File: config.mk
export PLATFORM = sky130hd
export DESIGN_NAME = pgbf_bit_scan
export DESIGN_NICKNAME = d
export VERILOG_FILES = /design/src/hw/rtl/pgbf_pkg.sv /design/src/hw/rtl/pgbf_bit_scan.sv
export SDC_FILE = /design/constraint.sdc
export NUM_CORES = 1
export LEC_CHECK = 0
export BUFFER_PORTS_ARGS = -buffer_cell sky130_fd_sc_hd__buf_2
export CAP_MARGIN = 5
export CORE_ASPECT_RATIO = 0.5
export CORE_UTILIZATION = 25
export DETAILED_ROUTE_END_ITERATION = 7
export GPL_TIMING_DRIVEN = 1
export SETUP_SLACK_MARGIN = 0.2
export SYNTH_ARGS = -nofsm -noshare
export SYNTH_HDL_FRONTEND = slang
export SYNTH_SLANG_ARGS = --single-unit
File: constraint.sdc
create_clock -name vclk -period 9.5
set_input_delay 0.475 -clock vclk [all_inputs]
set_output_delay 0.475 -clock vclk [all_outputs]
set_load 0.01 [all_outputs]
File: src/hw/rtl/pgbf_pkg.sv
// ----------------------------------------------------------------------------
// pgbf_pkg
// Shared constants and types for the peer group boundary finder: bitmap
// geometry, field widths, register and item codes, bit scan request types.
// ----------------------------------------------------------------------------
`default_nettype none

package pgbf_pkg;

    // bitmap geometry
    localparam int MAX_ROWS     = 4096;
    localparam int WORD_BITS    = 64;
    localparam int BITMAP_DEPTH = MAX_ROWS / WORD_BITS;

    // widths
    localparam int ROW_W   = 12;               // row number
    localparam int CNT_W   = 13;               // row count, can hold MAX_ROWS
    localparam int BIT_W   = 6;                // bit position inside a word
    localparam int ADDR_W  = 6;                // word address
    localparam int WCNT_W  = 7;                // word count register
    localparam int MODE_W  = 2;                // boundary mode register
    localparam int CIDX_W  = 2;                // configuration index
    localparam int GRP_W   = 8;                // bits per scan group
    localparam int NGRP    = WORD_BITS / GRP_W;

    // configuration register indexes
    localparam logic [CIDX_W-1:0] CFG_BOUNDARY_MODE = 2'd0;
    localparam logic [CIDX_W-1:0] CFG_NUM_ROWS      = 2'd1;
    localparam logic [CIDX_W-1:0] CFG_BITMAP_WORDS  = 2'd2;

    // boundary modes
    localparam logic [MODE_W-1:0] BMODE_PARTITION = 2'd0;
    localparam logic [MODE_W-1:0] BMODE_SINGLE    = 2'd1;

    // request kinds
    localparam logic ITEM_LOAD  = 1'b0;
    localparam logic ITEM_QUERY = 1'b1;

    // bit scan request: keep bits lo..hi, find lowest or highest set bit
    typedef struct packed {
        logic [BIT_W-1:0] lo;
        logic [BIT_W-1:0] hi;
        logic             from_top;
    } scan_req_t;

    typedef struct packed {
        logic             found;
        logic [BIT_W-1:0] pos;
    } scan_rsp_t;

endpackage

`default_nettype wire

File: src/hw/rtl/pgbf_bit_scan.sv
// ----------------------------------------------------------------------------
// pgbf_bit_scan
// Shared search unit: masks one bitmap word to a bit window and returns the
// lowest or highest set bit in it, as a two-level search over groups of eight.
// ----------------------------------------------------------------------------
`default_nettype none

module pgbf_bit_scan
    import pgbf_pkg::*;
(
    input  wire logic [WORD_BITS-1:0] word,
    input  wire scan_req_t            req,
    output scan_rsp_t                 rsp
);

    logic [WORD_BITS-1:0] masked;
    logic [WORD_BITS-1:0] oriented;
    logic [NGRP-1:0]      grp_any;
    logic [BIT_W-4:0]     grp_sel;
    logic [GRP_W-1:0]     grp_bits;
    logic [2:0]           bit_sel;
    logic [BIT_W-1:0]     low_pos;

    // keep only the bits inside the window
    always_comb
    begin
        for (int k = 0; k < WORD_BITS; k++)
        begin
            masked[k] = word[k] && (BIT_W'(k) >= req.lo) && (BIT_W'(k) <= req.hi);
        end
    end

    // reverse for a search from the top so one lowest-bit finder serves both
    always_comb
    begin
        for (int k = 0; k < WORD_BITS; k++)
        begin
            oriented[k] = req.from_top ? masked[WORD_BITS-1-k] : masked[k];
        end
    end

    // group level: lowest group holding a set bit
    always_comb
    begin
        grp_sel = '0;
        for (int g = 0; g < NGRP; g++)
        begin
            grp_any[g] = |oriented[g*GRP_W +: GRP_W];
        end
        for (int g = NGRP - 1; g >= 0; g--)
        begin
            if (grp_any[g])
            begin
                grp_sel = 3'(g);
            end
        end
    end

    // bit level inside the chosen group
    always_comb
    begin
        bit_sel  = '0;
        grp_bits = oriented[grp_sel*GRP_W +: GRP_W];
        for (int b = GRP_W - 1; b >= 0; b--)
        begin
            if (grp_bits[b])
            begin
                bit_sel = 3'(b);
            end
        end
    end

    assign low_pos   = {grp_sel, bit_sel};
    assign rsp.found = |grp_any;
    assign rsp.pos   = req.from_top ? ~low_pos : low_pos;

endmodule

`default_nettype wire

==> impl_metrics.csv, run 1 <==
group,metric,value,unit
route,drcViolationCount,0,
place,place_area,3530,sq um
synth,synthTopCellsByArea,"o211ai_1 6.3%, mux2i_1 6.2%, o22ai_1 6.1%",
floorplanning,rows,28,
synth,synth_top_family_by_area,"compound AO/OA/AOI/OAI gates",
timing,maxSlewViolCount,0,
setup_path,critPathMaxFanout,22,
synth,synth_xor_area_share,1.71,%
timing,rsz0062_at_grt,"false",
synth,synth_common_cells,"42 x nand2_1, 32 x nor2_1, 30 x o22ai_1, 26 x o211ai_1, 26 x o21ai_0",
timing,relSlewSlack,29.5,%
layout,seq_cell_count,0,
route,met3WireLength,2.27,mm
setup_path,cp-end-kind,"output pin",
synth,synthAdderAreaFrac,0,%
global_route,antenna_found_initial,0,
global_route,grt_max_degree,53,
timing,tightestPinTransition,1050,ps
floorplanning,die_x,159,um
route,drt_iter0_drc,1095,
global_route,grt_use_total,25.8,%
clock_tree,post_cts_buffers,0,
floorplanning,fp.dieArea,12800,sq um
global_route,grt_pass1_wl,25.8,mm
synth,yosysWarnings,0,
layout,stdcell_count,686,
global_route,overflow,0,
timing,hold_viol,0,
route,detail_route.vias_per_cell,7.14,
synth,synth_cell_type_count,71,
floorplanning,io_pins,84,
layout,syn_to_final_growth,14.9,%
place,post-place-cells,686,
layout,fin_area,3530,sq um
timing,max_freq,173,MHz
timing,period_minus_slack,5780,ps
setup_path,path_class,"in2out",
floorplanning,die_h,80.4,um
layout,nNetsFinal,600,
synth,yosysMostFrequentCell,"nand2_1",
run_status,status,"complete, no violations",
synth,postSynthAreaPerCell,6.44,sq um
synth,postSynthCellCount,477,
power,max-vdd-ir-drop,0.0274,mV
hold_path,worstHoldPathType,"in2out",
timing,setup_tns,0,ps
synth,synth_mux_area_share,6.92,%
timing,final-setup-viol-count,0,
route,wl_met2,6.75,mm
route,drt-total-wl,17.0,mm
timing,fin_crit_sh,60.8,%
place,port_buffers,84,
setup_path,arrival,5310,ps
layout,clkbuf_count,0,
setup_path,max_stage_delay,900,ps
route,wl_met1,7.00,mm
global_route,grt_pass1_vias,4377,
route,antenna_left,0,
synth,yosys.area.top_type,"o211ai_1",
layout,regArea,0,sq um
clock_tree,cts_hold_buf,0,
synth,synth_top_area_share,6.35,%
route,wl_per_cell,24.8,um
layout,antenna_cells,0,
setup_path,startpoint_type,"input pin",
flow_run,cap_violations,0,
synth,synth_compound_area_share,51.9,%
power,p_leak,1.27,nW
setup_path,crit_slowest_cell,"nor3_1",
synth,synth_fp_nets,554,
clock_tree,cts_resized,0,
place,hpwl,13.5,mm
setup_path,required,9030,ps
route,vias,4898,
setup_path,path_cells,"buf_2 -> nor3_1 -> o21ai_0 -> o22ai_1 -> nor3_1 -> nand3b_1 -> o211ai_1 -> a22oi_2 -> o21ai_1 -> nor4_1 -> nand2b_1 -> a311o_1 -> xnor2_1 -> buf_2",
timing,fin_ws,3720,ps
route,drt_pass1_iterations,8,
place,pre_cts_slack,3960,ps
layout,drive_above_1_share,20.5,%
place,place.gp.congestion,1.07,
route,dr.max_layer_used,"met4",
floorplanning,core_area,11900,sq um
timing,whs,1710,ps
synth,synth-seq-area-share,0,%
power,p_per_area,69.0,nW/um^2
synth,netlist_area,3070,sq um
synth,synthSimpleGateAreaFrac,32.1,%
floorplanning,initial_core_util,25.8,%
## worst paths after layout
kind                  startpoint     end  slack [ps]  depth (start not counted)
worst max-delay path      req[9]  rsp[2]        3720                         14
worst min-delay path      req[0]  rsp[2]        1710                          4
## worst max-delay path, delay by kind of cell
| family | cells | cell delay [ps] |
|---|---|---|
| AO/OA/AOI/OAI | 6 | 2070 |
| XOR/XNOR | 1 | 140 |
| buffers and inverters | 2 | 390 |
| AND/OR/NAND/NOR | 5 | 2240 |
## final cells by class
| class | instances | area (sq um) |
|---|---|---|
| Fill cell | 1329 | 8380 |
| Tap cell | 165 | 206 |
| Timing Repair Buffer | 87 | 443 |
| Inverter | 10 | 37.5 |
| Multi-Input combinational cell | 424 | 2850 |
## routing by layer
layer / up-vias / track usage, %
met5: - / 0
met3: 89 / 5.68
met4: 0 / 10.8
met2: 481 / 39.6
met1: 2273 / 34.8
li1: 2055 / -
## where the power goes
part           leakage [nW]  internal (mW)  switching [mW]
clock network             0              0               0
registers                 0              0               0
logic                  1.27         0.0845           0.159
total                  1.27         0.0845           0.159
## cells in the final DEF, fill, tap and decap left out, drive strengths merged, types with 15 or more instances in the layout
| master | instances |
|---|---|
| o2111ai | 15 |
| nand2 | 43 |
| nor2 | 34 |
| nand3 | 23 |
| buf | 87 |
| mux2i | 19 |
| o211ai | 26 |
| o22ai | 31 |
| o21ai | 31 |
## logic make-up after synthesis
kind of cell	after synthesis
AO/OA/AOI/OAI	213
AND/OR/NAND/NOR	184
buffers and inverters	53
multiplexers	21
XOR/XNOR	6
## through the flow
| step | power, mW | utilization, % |
|---|---|---|
| floorplan | 0.159 | - |
| global placement | 0.236 | 29.7 |
| detailed placement | 0.232 | 29.7 |
| CTS | 0.233 | 29.7 |
| global route | 0.257 | 29.7 |
| finish | 0.244 | 29.7 |
Power figures use the tool's default switching activity.
==> run 2, diff against run 1 <==
ABC_AREA = 1   (was unset)
clock period = 4.87 ns   (was 9.5 ns; I/O delays follow)
==> run 2 against run 1 <==
Largest power group unchanged. Utilization is 0.23 points higher. Wire length is 9.5% higher. Die area is 17% higher. Via count is 11% higher. Critical endpoint is now rsp[0]. Sequential cell count stayed put. Sequential share of layout area stayed put. Total power is 82% higher. Area after synthesis is 17% higher. Critical path type unchanged. First-iteration DRC count is 24% lower. Cell count is 46% higher.
==> impl_metrics.csv, run 2 <==
group,metric,value,unit
run_status,status,"complete, no violations",
floorplanning,io_pins,84,
global_route,overflow,0,
place,pre_cts_slack,725,ps
floorplanning,die_h,87.0,um
setup_path,startpoint_type,"input pin",
route,drt_iter0_drc,831,
synth,synth_fp_nets,830,
setup_path,critPathMaxFanout,34,
hold_path,worstHoldPathType,"in2out",
timing,fin_ws,710,ps
global_route,grt_pass1_wl,27.5,mm
setup_path,cp-end-kind,"output pin",
timing,relSlewSlack,53.9,%
synth,yosysMostFrequentCell,"nand2_1",
layout,fillers,1670,
setup_path,crit_top_cell,"nand2_1",
flow_run,cap_violations,0,
route,drcViolationCount,0,
timing,setup_tns,0,ps
layout,final_common_cell,"nand2_1",
layout,multi_input_area,3130,sq um
setup_path,crit_family,"simple AND/OR/NAND/NOR gates",
timing,max_freq,240,MHz
global_route,grt_pass1_vias,4703,
floorplanning,fp.dieArea,15000,sq um
route,detail_route.vias_per_cell,5.40,
clock_tree,cts_hold_buf,0,
route,antenna_left,0,
synth,netlist_area,3610,sq um
setup_path,required,4630,ps
clock_tree,post_cts_buffers,0,
timing,maxSlewViolCount,0,
layout,regArea,0,sq um
setup_path,max_stage_delay,490,ps
timing,fin_crit_sh,85.4,%
layout,drive_above_1_share,17.9,%
route,vias,5417,
setup_path,crit_path_end,"rsp[0]",
timing,period_minus_slack,4160,ps
layout,clkbuf_count,0,
timing,rsz0062_at_grt,"false",
synth,postSynthCellCount,753,
place,port_buffers,84,
layout,layout_common_cells,"264 x nand2_1, 125 x nand3_1, 92 x nor2_1",
layout,antenna_cells,0,
setup_path,path_class,"in2out",
layout,seq_cell_count,0,
timing,tightestPinTransition,685,ps
synth,synth_common_cells,"264 x nand2_1, 125 x nand3_1, 93 x nor2_1, 57 x inv_1, 30 x o21ai_0",
timing,hold_viol,0,
route,wl_per_cell,18.5,um
place,place.gp.congestion,1.03,
global_route,grt_use_total,24.5,%
layout,nNetsFinal,891,
synth,synth-seq-area-share,0,%
synth,yosysWarnings,0,
timing,final-setup-viol-count,0,
setup_path,cp_num_cells,32,
setup_path,crit_slowest_cell,"a21boi_0",
floorplanning,initial_core_util,26.1,%
global_route,grt_max_degree,56,
floorplanning,core_area,13800,sq um
place,hpwl,15.4,mm
power,p_leak,2.16,nW
synth,postSynthAreaPerCell,4.80,sq um
layout,syn_to_final_growth,14.3,%
floorplanning,rows,30,
power,max-vdd-ir-drop,0.0348,mV
place,post-place-cells,1004,
global_route,antenna_found_initial,0,
setup_path,critPathLaunch,"req[2]",
synth,synth_top_area_share,27.4,%
setup_path,arrival,3920,ps
synth,yosys.area.top_type,"nand2_1",
setup_path,crit_buf_inv,4,
floorplanning,die_x,172,um
route,drt-total-wl,18.6,mm
power,p_per_area,108,nW/um^2
synth,synthTopCellsByArea,"nand2_1 27%, nand3_1 17%, nor2_1 9.7%",
route,drt_pass1_iterations,6,
layout,stdcell_count,1004,
synth,synth_cell_type_count,46,
clock_tree,cts_resized,0,
[run 2: cell count changes in the layout (fill, tap and decap cells not counted), sizes merged, moves of 27 or more]
cell   before  now
nand2      43  277
nand3      23  126
nor2       34  108
inv        10   67
o22ai      31    0
o21ai      31   58
[run 2: cell type report]
cell class         count  share of cell area, %
repair buffers        89                   11.1
multi-input cells    652                   75.8
well taps            192                   5.82
inverters             71                   7.24
[run 2: cell families (layout without fill, tap and decap cells)]
logic type	Yosys count	count (layout)	synth area share, %
and+or+nand+nor	546	546	68.6
AOI/OAI and AO/OA	97	97	15.7
muxes	5	5	1.39
xor gates and xnor gates	4	4	0.970
buffers and inverters	101	160	13.3
[run 2: power by group]
part | switching [mW] | internal (mW)
sequential | 0 | 0
combinational | 0.308 | 0.136
clock | 0 | 0
[run 2: through the flow]
stage	cell area [sq um]	hold slack, ps	total power [mW]	utilization, %
2_1_floorplan	3610	1030	0.301	-
3_3_place_gp	4130	948	0.433	29.9
3_5_place_dp	4130	934	0.430	29.9
4_1_cts	4130	934	0.431	29.9
5_1_grt	4130	970	0.484	29.9
6_report	4130	923	0.444	29.9
[run 2: worst min path at each step]
stage | start | to | slack, ps | cells after the start
2_1_floorplan | word[61] | rsp[6] | 1030 | 6
3_3_place_gp | req[0] | rsp[2] | 950 | 4
3_5_place_dp | req[0] | rsp[2] | 930 | 4
4_1_cts | req[0] | rsp[2] | 930 | 4
5_1_grt | req[0] | rsp[2] | 970 | 4
6_report | req[0] | rsp[2] | 920 | 4
[run 2: per-layer routing]
| layer | vias up | global-route usage, % | part of all wire (%) |
|---|---|---|---|
| li1 | 2584 | - | - |
| met1 | 2460 | 35.3 | 44 |
| met2 | 334 | 35.4 | 40 |
| met3 | 39 | 7.36 | 13 |
| met4 | 0 | 4.59 | 2.0 |
| met5 | - | 0 | 0 |
[run 2: tightest hold or removal path, cell delays in order]
cell and delay (ps):
buf_2 180, nand2_1 90, nand2_1 40, buf_2 130
==> run 3, diff against run 2 <==
CORE_UTILIZATION = 50   (was 25)
PLACE_DENSITY = 0.78   (was unset)
==> run 3 against run 2 <==
Sequential cell count unchanged. Worst hold slack improved by 88 ps. Sequential share of layout area stayed put. Global-route usage increased by 22 points. First-iteration DRC count is 14% higher. Combinational power about the same. Largest power group unchanged. Cell count fell by 10%. Utilization increased by 29 points. The run now ends with DRC left. Non-clock buffer count did not move. Count of clock-buffer cells in the layout did not move. Total power up 0.18%.
==> impl_metrics.csv, run 3 (same netlist as run 2, synthesis figures left out) <==
group,metric,value,unit
run_status,status,"complete, but fails checks",
run_status,violations,"DRC",
floorplanning,io_pins,84,
setup_path,cp-end-kind,"output pin",
timing,setup_tns,0,ps
layout,syn_to_final_growth,11.0,%
setup_path,required,4630,ps
layout,antenna_cells,0,
place,port_buffers,84,
timing,final-setup-viol-count,0,
layout,seq_cell_count,0,
timing,rsz0062_at_grt,"false",
layout,regArea,0,sq um
flow_run,cap_violations,0,
route,drt-total-wl,17.6,mm
route,antenna_left,0,
power,power,0.445,mW
route,wl_per_cell,19.5,um
setup_path,arrival,3900,ps
power,p_leak,2.15,nW
global_route,grt_max_degree,65,
global_route,grt_pass1_wl,25.4,mm
power,p_per_area,111,nW/um^2
layout,drive_above_1_share,18.0,%
floorplanning,core_area,6830,sq um
timing,hold_viol,0,
floorplanning,die_x,122,um
timing,relSlewSlack,45.7,%
floorplanning,rows,21,
layout,final_common_cell,"nand2_1",
route,wl_met1,7.52,mm
layout,clkbuf_count,0,
timing,period_minus_slack,4140,ps
timing,max_freq,241,MHz
global_route,grt_use_total,46.1,%
route,drt_iter0_drc,946,
timing,fin_crit_sh,85.1,%
global_route,grt_pass1_vias,4463,
route,wl_met2,6.26,mm
hold_path,worstHoldPathType,"in2out",
route,dr.max_layer_used,"met5",
setup_path,critPathMaxFanout,34,
layout,nNetsFinal,891,
floorplanning,initial_core_util,52.9,%
timing,tightestPinTransition,809,ps
route,met3WireLength,3.38,mm
place,place.gp.congestion,1.10,
setup_path,crit_path_end,"rsp[2]",
route,drt_pass1_iterations,8,
timing,maxSlewViolCount,0,
power,max-vdd-ir-drop,0.0526,mV
global_route,antenna_found_initial,0,
hold_path,worstHoldPathCells,5,
floorplanning,die_h,62.1,um
route,detail_route.vias_per_cell,6.16,
global_route,overflow,0,
layout,layout_common_cells,"264 x nand2_1, 125 x nand3_1, 92 x nor2_1",
setup_path,path_class,"in2out",
place,hpwl,14.3,mm
setup_path,startpoint_type,"input pin",
route,drcViolationCount,11,
floorplanning,fp.dieArea,7590,sq um
route,vias,5570,
setup_path,critPathLaunch,"req[6]",
-- run 3: power breakdown --
part | leakage, nW | switching, mW | internal, mW | total, mW
Combinational | 2.15 | 0.309 | 0.136 | 0.445
Sequential | 0 | 0 | 0 | 0
Clock | 0 | 0 | 0 | 0
Total | 2.15 | 0.309 | 0.136 | 0.445
-- run 3: routing by layer --
metal  vias up  global-route usage, %
li1       2583                      -
met1      2449                   65.6
met2       480                   62.3
met3        56                   22.3
met4         2                   5.05
met5         -                   5.63
-- run 3: stage by stage --
stage | utilization (%) | hold WS (ps) | cell area, sq um | std cells | worst slack (ps)
final | 58.7 | 1010 | 4010 | 904 | 726
after CTS | 58.4 | 1020 | 3990 | 902 | 613
after global placement | 58.4 | 1020 | 3990 | 902 | 650
after detailed placement | 58.4 | 1010 | 3990 | 902 | 626
after global routing | 58.7 | 1060 | 4010 | 904 | 357
after floorplan | - | 1030 | 3610 | 753 | 1950
-- run 3: layout make-up --
cell class,instances,area (sq um)
fill,755,2820
tap,92,115
multi-input combinational,652,3130
inverter,71,303
timing repair buffer,89,458
-- run 3: repair_timing --
| item | CTS | global route |
|---|---|---|
| gates resized for setup | 0 | 2 |
| endpoints found under the setup margin | 0 | 3 |
| hold buffers | 0 | 0 |
| buffers inserted | 0 | 2 |
-- run 3: worst min-delay path by stage --
stage / end / start / slack, ps
finish: rsp[0] / req[0] / 1010
global placement: rsp[0] / req[0] / 1020
CTS: rsp[0] / req[0] / 1020
floorplan: rsp[6] / word[61] / 1030
global route: rsp[2] / req[0] / 1060
detailed placement: rsp[0] / req[0] / 1010
-- run 3: worst max-delay path: stages --
cell and delay, ps:
buf_2 250, nand2_1 340, nand2_1 180, a21oi_1 50
nor3_1 630, nand2_1 100, o21ai_1 210, nor2_1 90
nand3_1 80, nor2_1 60, nand2_1 70, nand2_2 60
nand2_4 100, nand2_4 210, inv_4 240, nand2_1 80
nand3_1 90, nand2_1 40, a21boi_2 160, and2_1 150
and2_1 150, nand2_1 60, nand2_1 50, nand2_1 80
buf_2 120
